[src/rtl/nmea_sentence_checker_unit_assert.svh]
// Assertion macros for the NMEA sentence checker.
// No dependencies; taken in by the modules that assert.
`ifndef NMEA_SENTENCE_CHECKER_UNIT_ASSERT_SVH
`define NMEA_SENTENCE_CHECKER_UNIT_ASSERT_SVH
`ifndef SYNTHESIS
`define NSC_ASSERT_IMPLY(label, clk, rst, ante, cons) \
   label: assert property (@(posedge clk) disable iff (rst) (ante) |-> (cons)) \
      else $error("nsc assertion failed");
`define NSC_ASSERT_NEXT(label, clk, rst, ante, cons) \
   label: assert property (@(posedge clk) disable iff (rst) (ante) |=> (cons)) \
      else $error("nsc assertion failed");
`else
`define NSC_ASSERT_IMPLY(label, clk, rst, ante, cons)
`define NSC_ASSERT_NEXT(label, clk, rst, ante, cons)
`endif
`endif

[src/rtl/nsc_pkg.sv]
// Types, character codes and per-character scan function of the NMEA checker.
// No dependencies.
package nsc_pkg;

   localparam logic [7:0] CHAR_NUL    = 8'h00;
   localparam logic [7:0] CHAR_LF     = 8'h0A;
   localparam logic [7:0] CHAR_CR     = 8'h0D;
   localparam logic [7:0] CHAR_DOLLAR = 8'h24;
   localparam logic [7:0] CHAR_STAR   = 8'h2A;

   localparam logic [23:0] NAME_GGA = 24'h474741;
   localparam logic [23:0] NAME_RMC = 24'h524D43;

   localparam logic [1:0] KIND_NONE = 2'd0;
   localparam logic [1:0] KIND_GGA  = 2'd1;
   localparam logic [1:0] KIND_RMC  = 2'd2;

   localparam logic [1:0] STAGE_BODY  = 2'd0;
   localparam logic [1:0] STAGE_STAR  = 2'd1;
   localparam logic [1:0] STAGE_ONE   = 2'd2;
   localparam logic [1:0] STAGE_MULTI = 2'd3;

   localparam logic [7:0] MIN_NAMED_LEN = 8'd9;
   localparam logic [4:0] HEX_OVF_COUNT = 5'd17;

   typedef struct packed {
      logic [7:0]  xor_sum;
      logic [1:0]  scan_stage;
      logic [7:0]  hex_low_byte;
      logic [4:0]  hex_digit_count;
      logic        hex_overflowed;
      logic        starts_with_dollar;
      logic [23:0] name_chars;
      logic [7:0]  text_length;
      logic        text_ended;
      logic        run_closed;
   } line_state_type;

   localparam line_state_type LINE_CLEAR = '0;

   typedef struct packed {
      logic [1:0] record_kind;
      logic       checksum_good;
      logic [6:0] sentence_length;
   } result_type;

   function automatic logic [4:0] hex_decode(logic [7:0] c);
      logic [4:0] r;
      case (c) inside
         [8'h30:8'h39]: r = {1'b1, c[3:0]};
         [8'h61:8'h66]: r = {1'b1, 4'(c - 8'h57)};
         [8'h41:8'h46]: r = {1'b1, 4'(c - 8'h37)};
         default:       r = 5'd0;
      endcase
      return r;
   endfunction

   function automatic line_state_type take_text(line_state_type s, logic [7:0] c);
      line_state_type r;
      logic [7:0]     pos;
      logic [4:0]     hx;
      logic [3:0]     d;
      r   = s;
      pos = s.text_length;
      hx  = hex_decode(c);
      d   = hx[3:0];
      if (!s.text_ended) begin
         if (c == CHAR_NUL) begin
            r.text_ended = 1'b1;
         end else begin
            if (s.text_length != 8'hFF) r.text_length = s.text_length + 8'd1;
            if (pos == 8'd0) begin
               r.starts_with_dollar = (c == CHAR_DOLLAR);
            end else begin
               if (pos == 8'd3) r.name_chars[23:16] = c;
               if (pos == 8'd4) r.name_chars[15:8]  = c;
               if (pos == 8'd5) r.name_chars[7:0]   = c;
               if (s.scan_stage == STAGE_BODY) begin
                  if (c == CHAR_STAR) r.scan_stage = STAGE_STAR;
                  else r.xor_sum = s.xor_sum ^ c;
               end else if (!s.run_closed) begin
                  if (!hx[4]) begin
                     r.run_closed = 1'b1;
                  end else begin
                     if (s.scan_stage != STAGE_MULTI) r.scan_stage = s.scan_stage + 2'd1;
                     if (!s.hex_overflowed) begin
                        if (s.hex_digit_count == 5'd0) begin
                           if (d != 4'd0) r.hex_digit_count = d[3] ? 5'd2 : 5'd1;
                        end else begin
                           r.hex_digit_count = s.hex_digit_count + 5'd1;
                        end
                        if (r.hex_digit_count >= HEX_OVF_COUNT) r.hex_overflowed = 1'b1;
                        r.hex_low_byte = {s.hex_low_byte[3:0], d};
                     end
                  end
               end
            end
         end
      end
      return r;
   endfunction

endpackage

[src/rtl/nsc_line_scan.sv]
// Line state registers and per-byte update of the NMEA checker.
// Depends on nsc_pkg.
module nsc_line_scan #(
   parameter int LINE_CAPACITY = 128
) (
   input  logic                clock,
   input  logic                reset,
   input  logic                step_valid,
   input  logic [7:0]          step_byte,
   output logic                result_valid,
   output nsc_pkg::result_type result
);

   localparam int HW = $clog2(LINE_CAPACITY + 1);
   localparam logic [HW-1:0] CAP = HW'(LINE_CAPACITY);

   logic [HW-1:0]           held_ff, held_in, held_base;
   logic                    cr_ff, cr_in;
   nsc_pkg::line_state_type line_ff, line_in, base, after_cr;
   logic                    full, is_nl, good;
   logic [7:0]              value;

   assign full      = (held_ff >= CAP);
   assign held_base = full ? '0 : held_ff;
   assign base      = full ? nsc_pkg::LINE_CLEAR : line_ff;
   assign is_nl     = (step_byte == nsc_pkg::CHAR_LF);
   assign after_cr  = (!full && cr_ff) ? nsc_pkg::take_text(base, nsc_pkg::CHAR_CR) : base;

   assign value = base.hex_overflowed ? 8'hFF : base.hex_low_byte;
   assign good  = base.starts_with_dollar && (base.scan_stage == nsc_pkg::STAGE_MULTI)
                  && (value == base.xor_sum);

   always_comb begin
      result.checksum_good   = good;
      result.sentence_length = base.text_length[7] ? 7'h7F : base.text_length[6:0];
      result.record_kind     = nsc_pkg::KIND_NONE;
      if (good && base.text_length >= nsc_pkg::MIN_NAMED_LEN) begin
         if (base.name_chars == nsc_pkg::NAME_GGA) result.record_kind = nsc_pkg::KIND_GGA;
         else if (base.name_chars == nsc_pkg::NAME_RMC) result.record_kind = nsc_pkg::KIND_RMC;
      end
   end

   assign result_valid = step_valid && is_nl;

   always_comb begin
      held_in = held_ff;
      cr_in   = cr_ff;
      line_in = line_ff;
      if (step_valid) begin
         if (is_nl) begin
            held_in = '0;
            cr_in   = 1'b0;
            line_in = nsc_pkg::LINE_CLEAR;
         end else begin
            held_in = held_base + HW'(1);
            if (step_byte == nsc_pkg::CHAR_CR) begin
               cr_in   = 1'b1;
               line_in = after_cr;
            end else begin
               cr_in   = 1'b0;
               line_in = nsc_pkg::take_text(after_cr, step_byte);
            end
         end
      end
   end

   always_ff @(posedge clock) begin
      if (reset) begin
         held_ff <= '0;
         cr_ff   <= 1'b0;
         line_ff <= nsc_pkg::LINE_CLEAR;
      end else begin
         held_ff <= held_in;
         cr_ff   <= cr_in;
         line_ff <= line_in;
      end
   end

endmodule

[src/rtl/nmea_sentence_checker_unit.sv]
// NMEA 0183 sentence checker top: input register, line scanner, result register.
// Depends on nsc_pkg, nsc_line_scan and nmea_sentence_checker_unit_assert.svh.
// Throughput: one byte per clock, but a newline byte waits in the input register
// while a full result register is not read; the line state updates once per byte.
// Reset (synchronous, active high) empties both registers and clears the line.
`include "nmea_sentence_checker_unit_assert.svh"
module nmea_sentence_checker_unit #(
   parameter int LINE_CAPACITY = 128
) (
   input  logic       clock,
   input  logic       reset,
   input  logic       req_valid,
   output logic       req_ready,
   input  logic [7:0] req_rx_byte,
   output logic       rsp_valid,
   input  logic       rsp_ready,
   output logic [1:0] rsp_record_kind,
   output logic       rsp_checksum_good,
   output logic [6:0] rsp_sentence_length
);

   logic                in_valid_ff, in_valid_in;
   logic [7:0]          in_byte_ff, in_byte_in;
   logic                out_valid_ff, out_valid_in;
   nsc_pkg::result_type out_ff, out_in;
   nsc_pkg::result_type scan_result;
   logic                scan_valid, consume, in_is_nl, out_free;

   assign in_is_nl = (in_byte_ff == nsc_pkg::CHAR_LF);
   assign out_free = !out_valid_ff || rsp_ready;
   assign consume  = in_valid_ff && (!in_is_nl || out_free);
   assign req_ready = !in_valid_ff || consume;

   nsc_line_scan #(
      .LINE_CAPACITY(LINE_CAPACITY)
   ) u_scan (
      .clock        (clock),
      .reset        (reset),
      .step_valid   (consume),
      .step_byte    (in_byte_ff),
      .result_valid (scan_valid),
      .result       (scan_result)
   );

   always_comb begin
      in_valid_in  = in_valid_ff;
      in_byte_in   = in_byte_ff;
      out_valid_in = out_valid_ff;
      out_in       = out_ff;
      if (req_ready) begin
         in_valid_in = req_valid;
         in_byte_in  = req_rx_byte;
      end
      if (scan_valid) begin
         out_valid_in = 1'b1;
         out_in       = scan_result;
      end else if (rsp_ready) begin
         out_valid_in = 1'b0;
      end
   end

   always_ff @(posedge clock) begin
      if (reset) begin
         in_valid_ff  <= 1'b0;
         out_valid_ff <= 1'b0;
      end else begin
         in_valid_ff  <= in_valid_in;
         out_valid_ff <= out_valid_in;
      end
      in_byte_ff <= in_byte_in;
      out_ff     <= out_in;
   end

   assign rsp_valid           = out_valid_ff;
   assign rsp_record_kind     = out_ff.record_kind;
   assign rsp_checksum_good   = out_ff.checksum_good;
   assign rsp_sentence_length = out_ff.sentence_length;

   `NSC_ASSERT_NEXT(a_no_spurious_rsp, clock, reset, !out_valid_ff && !scan_valid, !rsp_valid)
   `NSC_ASSERT_IMPLY(a_bad_sum_no_kind, clock, reset, rsp_valid && !rsp_checksum_good, rsp_record_kind == nsc_pkg::KIND_NONE)
   `NSC_ASSERT_IMPLY(a_kind_needs_len, clock, reset, rsp_valid && rsp_record_kind != nsc_pkg::KIND_NONE, rsp_sentence_length >= 7'd9)
   `NSC_ASSERT_NEXT(a_result_captured, clock, reset, scan_valid, rsp_valid)

endmodule

[config.mk]
export PLATFORM = sky130hd
export DESIGN_NAME = nmea_sentence_checker_unit
export DESIGN_NICKNAME = d
export VERILOG_FILES = /design/src/rtl/nsc_pkg.sv /design/src/rtl/nsc_line_scan.sv /design/src/rtl/nmea_sentence_checker_unit.sv
export VERILOG_INCLUDE_DIRS = /design/src /design/src/rtl
export SDC_FILE = /design/constraint.sdc
export NUM_CORES = 1
export LEC_CHECK = 0
export BUFFER_PORTS_ARGS = -buffer_cell sky130_fd_sc_hd__buf_4
export CELL_PAD_IN_SITES_DETAIL_PLACEMENT = 0
export CELL_PAD_IN_SITES_GLOBAL_PLACEMENT = 1
export CORE_MARGIN = 1.5
export CORE_UTILIZATION = 48
export CTS_CLUSTER_SIZE = 14
export DETAILED_ROUTE_END_ITERATION = 7
export PLACE_DENSITY = 0.88
export SYNTH_ARGS = -nofsm -noshare
export SYNTH_HDL_FRONTEND = slang
export SYNTH_HIERARCHICAL = 1
export SYNTH_SLANG_ARGS = --single-unit
[constraint.sdc]
create_clock -name clock -period 3.85 [get_ports clock]
set_input_delay 0.77 -clock clock [delete_from_list [all_inputs] [get_ports clock]]
set_output_delay 0.77 -clock clock [all_outputs]
set_load 0.01 [all_outputs]
==> results of run 1 <==
through the flow:
step	setup WS (ps)	utilization (%)
4_1_cts	430	55.6
3_3_place_gp	530	53.1
5_1_grt	144	55.6
3_5_place_dp	435	53.1
2_1_floorplan	407	-
6_report	387	55.6
cells by family after synthesis:
group / Yosys count / share of synthesized area (%)
and+or+nand+nor: 252 / 26.0
AOI/OAI and AO/OA: 183 / 24.4
DFF: 88 / 35.6
buffers and inverters: 71 / 5.32
muxes: 19 / 3.51
adders and majority gates: 14 / 3.21
xor gates and xnor gates: 12 / 1.93
state kept, by name (all words and copies together), names as in the netlist:
register	count
rsp_valid	1
rsp_record_kind	2
in_valid_ff	1
in_byte_ff	8
rsp_checksum_good	1
u_scan/cr_ff	1
u_scan/line_ff	59
u_scan/held_ff	8
rsp_sentence_length	7
worst min path at each step:
stage	slack [ps]	depth (start not counted)	end	from
after floorplan	420	2	u_scan/line_ff[17]	u_scan/line_ff[17]
after global placement	430	2	u_scan/line_ff[17]	u_scan/line_ff[17]
after detailed placement	440	2	u_scan/line_ff[17]	u_scan/line_ff[17]
after CTS	450	2	u_scan/line_ff[17]	u_scan/line_ff[17]
after global routing	480	2	u_scan/line_ff[15]	u_scan/line_ff[15]
final	440	2	u_scan/line_ff[17]	u_scan/line_ff[17]
critical path, stage by stage, from the launching register on:
cell and delay, ps:
edfxtp_1 620, inv_1 260, ha_1 210, o21bai_1 120, a2111oi_2 550, nor2_1 160
or4_4 580, a211oi_2 440, and3_1 310, a22o_1 150
power groups by stage:
stage	clock (mW)	combinational (mW)	sequential (mW)
floorplan	0	0.116	0.979
global placement	0	0.161	0.992
detailed placement	0	0.165	0.993
CTS	0.838	0.166	0.973
global route	0.877	0.184	0.975
finish	0.825	0.170	0.973
final cells by class:
type / count / area, um2
Clock buffer: 11 / 243
Clock inverter: 5 / 32.5
Fill cell: 1015 / 4860
Inverter: 34 / 128
Multi-Input combinational cell: 480 / 3220
Sequential cell: 88 / 1940
Tap cell: 140 / 175
Timing Repair Buffer: 45 / 338
layer usage:
metal | wire (um) | part of all wire, %
met2 | 7530 | 46
met3 | 1200 | 7.3
met1 | 6850 | 42
met4 | 854 | 5.2
met5 | 0 | 0
placed cells by master (no fill, tap or decap), types with 4 or more instances in the layout:
| cell | n |
|---|---|
| dfxtp_1 | 70 |
| nor2_1 | 61 |
| nand2_1 | 52 |
| buf_4 | 45 |
| a21oi_1 | 37 |
| inv_1 | 32 |
| o21ai_0 | 26 |
| nand3_1 | 24 |
| edfxtp_1 | 18 |
| a22o_1 | 18 |
| mux2i_1 | 18 |
| nor3_1 | 14 |
| and3_1 | 14 |
| ha_1 | 14 |
| nand4_1 | 13 |
| nor2b_1 | 11 |
| o211ai_1 | 11 |
| o2bb2ai_1 | 10 |
| clkbuf_16 | 9 |
| nor4_1 | 9 |
| a31oi_1 | 8 |
| xnor2_1 | 8 |
| nand4b_1 | 7 |
| a211oi_1 | 7 |
| a21o_1 | 6 |
| and4_1 | 6 |
| a211o_1 | 6 |
| a22oi_1 | 5 |
| and2_1 | 5 |
| o22ai_1 | 5 |
| nor3b_1 | 4 |
| xor2_1 | 4 |
| nor4b_1 | 4 |
| and4b_1 | 4 |
| o31ai_1 | 4 |
what timing repair did:
item,in CTS,in global routing
setup buffers,0,0
hold buffers,0,0
setup endpoints to repair,0,7
resized for setup,0,1
==> out/results.ini, run 1 <==
[grt]
grt_use_met2_pct = 45.7
grtUsageMet1_pct = 37.0
grt_start_max_net_pins = 32
grt_overflow_total = 0
grt_first_pass_wirelength_mm = 26.1
gr_layer_usage_met3_pct = 4.74
antenna_violations_before_repair = 0
grt_pass1_vias = 4920
global_route.peak_usage_layer = met2
grt_use_total_pct = 28.8

[logic_synthesis]
synthTopCellsByCount = dfxtp_1, nor2_1, nand2_1
synth_top_cell_by_area = dfxtp_1
seq_area_frac_synth_pct = 35.6
synth_top_cell_area_share_pct = 25.7
syn-num-nets = 665
yosys_synthesis_warning_count = 6
avgSynthCellArea_um2 = 8.53
synth.ff_latch_count = 88
synthTopCellsByArea = dfxtp_1, edfxtp_1, nor2_1, nand2_1, a21oi_1
post_synth_edffs = 18
syn-cell-area_um2 = 5450
yosys.cell_types.count = 82
synthCells = 639
synth.most_common_cell = dfxtp_1
synthArstFlopShare_pct = 0
synth_top_flop_cell = dfxtp_1

[detailed_routing]
drtPass1Iterations = 5
post_drt_via_cell_ratio = 6.47
via_count = 5196
route.detailed.wl_per_inst_um = 20.5
final_antenna_net_count = 0
drt-total-wl_mm = 16.4
drc_errors = 0
first_iter_violations = 527

[layout]
synthToLayoutAreaGrowth_pct = 11.5
diodes = 0
post_route_cell_area_um2 = 6080
final_nets = 684
fraction_of_final_layout_cells_sized_beyond_drive_strength_1_pct = 12.2
fin_cells = 803

[power_and_ir_drop]
p_sw_mw = 0.503
leakage_nw = 2.31
totalPowerFinal_mw = 1.97
ir_worst_vdd_mv = 0.210
p_per_area_nw_per_um2 = 324
netSwitchingFraction_pct = 25.6
combinational_power_share_pct = 8.6
seq_power_share_pct = 49.4
internal-power_mw = 1.47
pwr-share-clk_pct = 41.9

[place]
placed_area_um2 = 5800
placed_cells = 787
hpwlAfterDp_mm = 11.6
finalWeightedCongestion = 0.981
numPortBuffers = 23

[sta]
fin_max_slew_vios = 0
tightest_slew_ps = 769
maxClockFrequency_ghz = 0.289
finalClockSkew_ps = 7.48
fin_crit_sh_pct = 89.9
worst_slew_margin_rel_pct = 48.2
timing_hold_violations_final = 0
unrepaired_setup_endpoints_after_global_routing = no
setup_violations = 0
layout_min_cycle_time_ps = 3460
timing.setup.tns_ps = 0
finalHoldWorstSlack_ps = 445

[die]
row_count = 38
chipHeight_um = 110
initial_utilization_pct = 49.9
floorplan.io_pins = 24
core-area_um2 = 10900
die_width_um = 110
fp.dieArea_um2 = 12000

[worst_setup_path]
critical_path_class = flip-flop to flip-flop
reg2reg_setup_slack_ps = 390
reg2regPathDepth = 9
timing.critical_path.to = u_scan/line_ff[39]
r2r-start = in_byte_ff[0]
critPathCaptureType = flip-flop
wp_data_arrival_ps = 3760
r2r_end = u_scan/line_ff[39]
critPathLaunch = in_byte_ff[0]
crit_path_max_fanout = 11
worst_ep_required_time_ps = 4150
timing.critical_path.from_type = flip-flop

[clock_tree]
clock_slew_at_reported_path_ffs_ps = 70
cts-buffers-inserted = 9
clk_path_buf_depth = 2
clkSinkCount = 88
clock_tree_from_tritoncts = done
clk_root_buffer_cell = clkbuf_16
cts-htree-levels = 3
worst_skew_pair.late_latency_ps = 350

[worst_hold_path]
hold_class = flip-flop to flip-flop

[status]
status = finished clean

[job]
drv_cap = 0

Power figures use the tool's default switching activity.
==> run 2, diff against run 1 <==
--- a/config.mk
+++ b/config.mk
@@ -13,7 +13,7 @@
 export CORE_UTILIZATION = 48
 export CTS_CLUSTER_SIZE = 14
 export DETAILED_ROUTE_END_ITERATION = 7
-export PLACE_DENSITY = 0.88
+export PLACE_DENSITY_LB_ADDON = 0.1
 export SYNTH_ARGS = -nofsm -noshare
 export SYNTH_HDL_FRONTEND = slang
 export SYNTH_HIERARCHICAL = 1
==> run 2 against run 1 <==
  * Via count down 1.8%
  * Combinational power down 4%
  * Register-to-register slack worse by 60 ps
  * Critical path depth up 2
  * Largest power group unchanged
  * Highest routed layer unchanged
==> out/results.ini, run 2 (same netlist as run 1, synthesis figures left out) <==
[layout]
synthToLayoutAreaGrowth_pct = 11.0
final_nets = 678
post_route_cell_area_um2 = 6050
layout_commonest_cell = dfxtp_1
area.sequential_um2 = 1940
fin_cells = 797
largest-register = u_scan/line_ff
top_library_cells_by_usage_in_the_layout_fill_and_taps_aside = dfxtp_1, nor2_1, nand2_1
biggestRegsByFlops = u_scan/line_ff x59, in_byte_ff x8, u_scan/held_ff x8
largest_register_ffs = 59
fill_cell_total_of_the_finished_layout = 1026
diodes = 0
postLayoutCoreUtil_pct = 55.4
multi_input_comb_area_um2 = 3220
fraction_of_final_layout_cells_sized_beyond_drive_strength_1_pct = 11.7

[worst_setup_path]
reg2regPathDepth = 11
r2r-start = u_scan/line_ff[3]
critical_path_class = flip-flop to flip-flop
reg2reg_setup_slack_ps = 320
worst_ep_required_time_ps = 4100
timing.critical_path.from_type = flip-flop
r2r_end = u_scan/line_ff[24]
wp_data_arrival_ps = 3780
crit_path_max_fanout = 10
critPathCaptureType = flip-flop

[grt]
grt_start_max_net_pins = 26
grt_use_met2_pct = 47.6
grt_use_total_pct = 29.6
grt_pass1_vias = 4951
gr_layer_usage_met3_pct = 4.74
global_route.peak_usage_layer = met2
grt_first_pass_wirelength_mm = 26.4
antenna_violations_before_repair = 0
grt_overflow_total = 0
grtUsageMet1_pct = 39.1

[detailed_routing]
route.detailed.wl_per_inst_um = 20.6
first_iter_violations = 532
via_count = 5105
drt-total-wl_mm = 16.4
drtPass1Iterations = 4
drc_errors = 0
post_drt_via_cell_ratio = 6.41
final_antenna_net_count = 0

[place]
placed_area_um2 = 5760
placed_cells = 781
preCtsSetupSlack_ps = 411
numPortBuffers = 23
hpwlAfterDp_mm = 11.7
finalWeightedCongestion = 0.934

[job]
drv_cap = 0

[power_and_ir_drop]
totalPowerFinal_mw = 2.01
p_per_area_nw_per_um2 = 333
leakage_nw = 2.28
ir_worst_vdd_mv = 0.255

[die]
row_count = 38
fp.dieArea_um2 = 12000
core-area_um2 = 10900
chipHeight_um = 110
floorplan.io_pins = 24
initial_utilization_pct = 49.9
die_width_um = 110

[sta]
setup_violations = 0
layout_min_cycle_time_ps = 3530
unrepaired_setup_endpoints_after_global_routing = no
fin_crit_sh_pct = 91.6
finalClockSkew_ps = 8.89
worst_slew_margin_rel_pct = 29.1
final_critical_path_setup_slack_ps = 323
finalHoldWorstSlack_ps = 451
tightest_slew_ps = 1050
maxClockFrequency_ghz = 0.284
timing.setup.tns_ps = 0
timing_hold_violations_final = 0
fin_max_slew_vios = 0

[worst_hold_path]
hold_path_depth = 2
hold_class = flip-flop to flip-flop
worst_hold_startpoint = u_scan/line_ff[17]
timing.hold.worst_endpoint = u_scan/line_ff[17]

[clock_tree]
clk_root_buffer_cell = clkbuf_16
clock_tree_from_tritoncts = done
cts-buffers-inserted = 9
clk_path_buf_depth = 2
postCtsSetupRepairBufs = 0
clock_slew_at_reported_path_ffs_ps = 70
worst_skew_pair.late_latency_ps = 360
cts-htree-levels = 3
clkSinkCount = 88

[status]
status = finished clean

[run 2: how the worst max path moves through the flow]
stage / startpoint / endpoint / slack [ps] / depth (start not counted)
4_1_cts: in_byte_ff[0] / u_scan/line_ff[45] / 370 / 9
5_1_grt: u_scan/line_ff[3] / u_scan/line_ff[24] / 30 / 11
2_1_floorplan: u_scan/held_ff[7] / u_scan/line_ff[3] / 410 / 15
3_3_place_gp: in_byte_ff[0] / u_scan/line_ff[37] / 450 / 9
6_report: u_scan/line_ff[3] / u_scan/line_ff[24] / 320 / 11
3_5_place_dp: in_byte_ff[0] / u_scan/line_ff[38] / 410 / 9
[run 2: where the power goes]
part           internal (mW)  switching, mW
Clock                  0.478          0.396
Sequential             0.949         0.0295
Combinational         0.0601          0.103
Total                   1.49          0.528
[run 2: repair_timing]
item / 4_1_cts / 5_1_grt
gates resized for setup: 0 / 1
endpoints found under the setup margin: 0 / 1
hold buffers: 0 / 0
endpoints found under the hold margin: 0 / 0
[run 2: layer usage]
layer  part of all wire [%]  vias up
met5                      0        -
li1                       -     2428
met4                    3.0        0
met2                     46      204
met1                     43     2430
met3                    7.3       43
[run 2: area by class of cell]
class                      instances  share of cell area (%)
multi-input combinational        480                    53.3
sequential                        88                    32.1
timing repair buffer              39                    4.84
clock buffer                      11                    4.18
tap                              140                    2.89
inverter                          34                    2.11
clock inverter                     5                   0.641
[run 2: critical path: stages, from the launching register on]
cell and delay [ps]:
dfxtp_1 390, nand2_1 120, inv_1 110, ha_1 270
nand4_1 160, o21ai_0 450, mux2_2 420, inv_1 80
ha_1 460, nand4_1 350, a31o_2 380, a22o_1 230
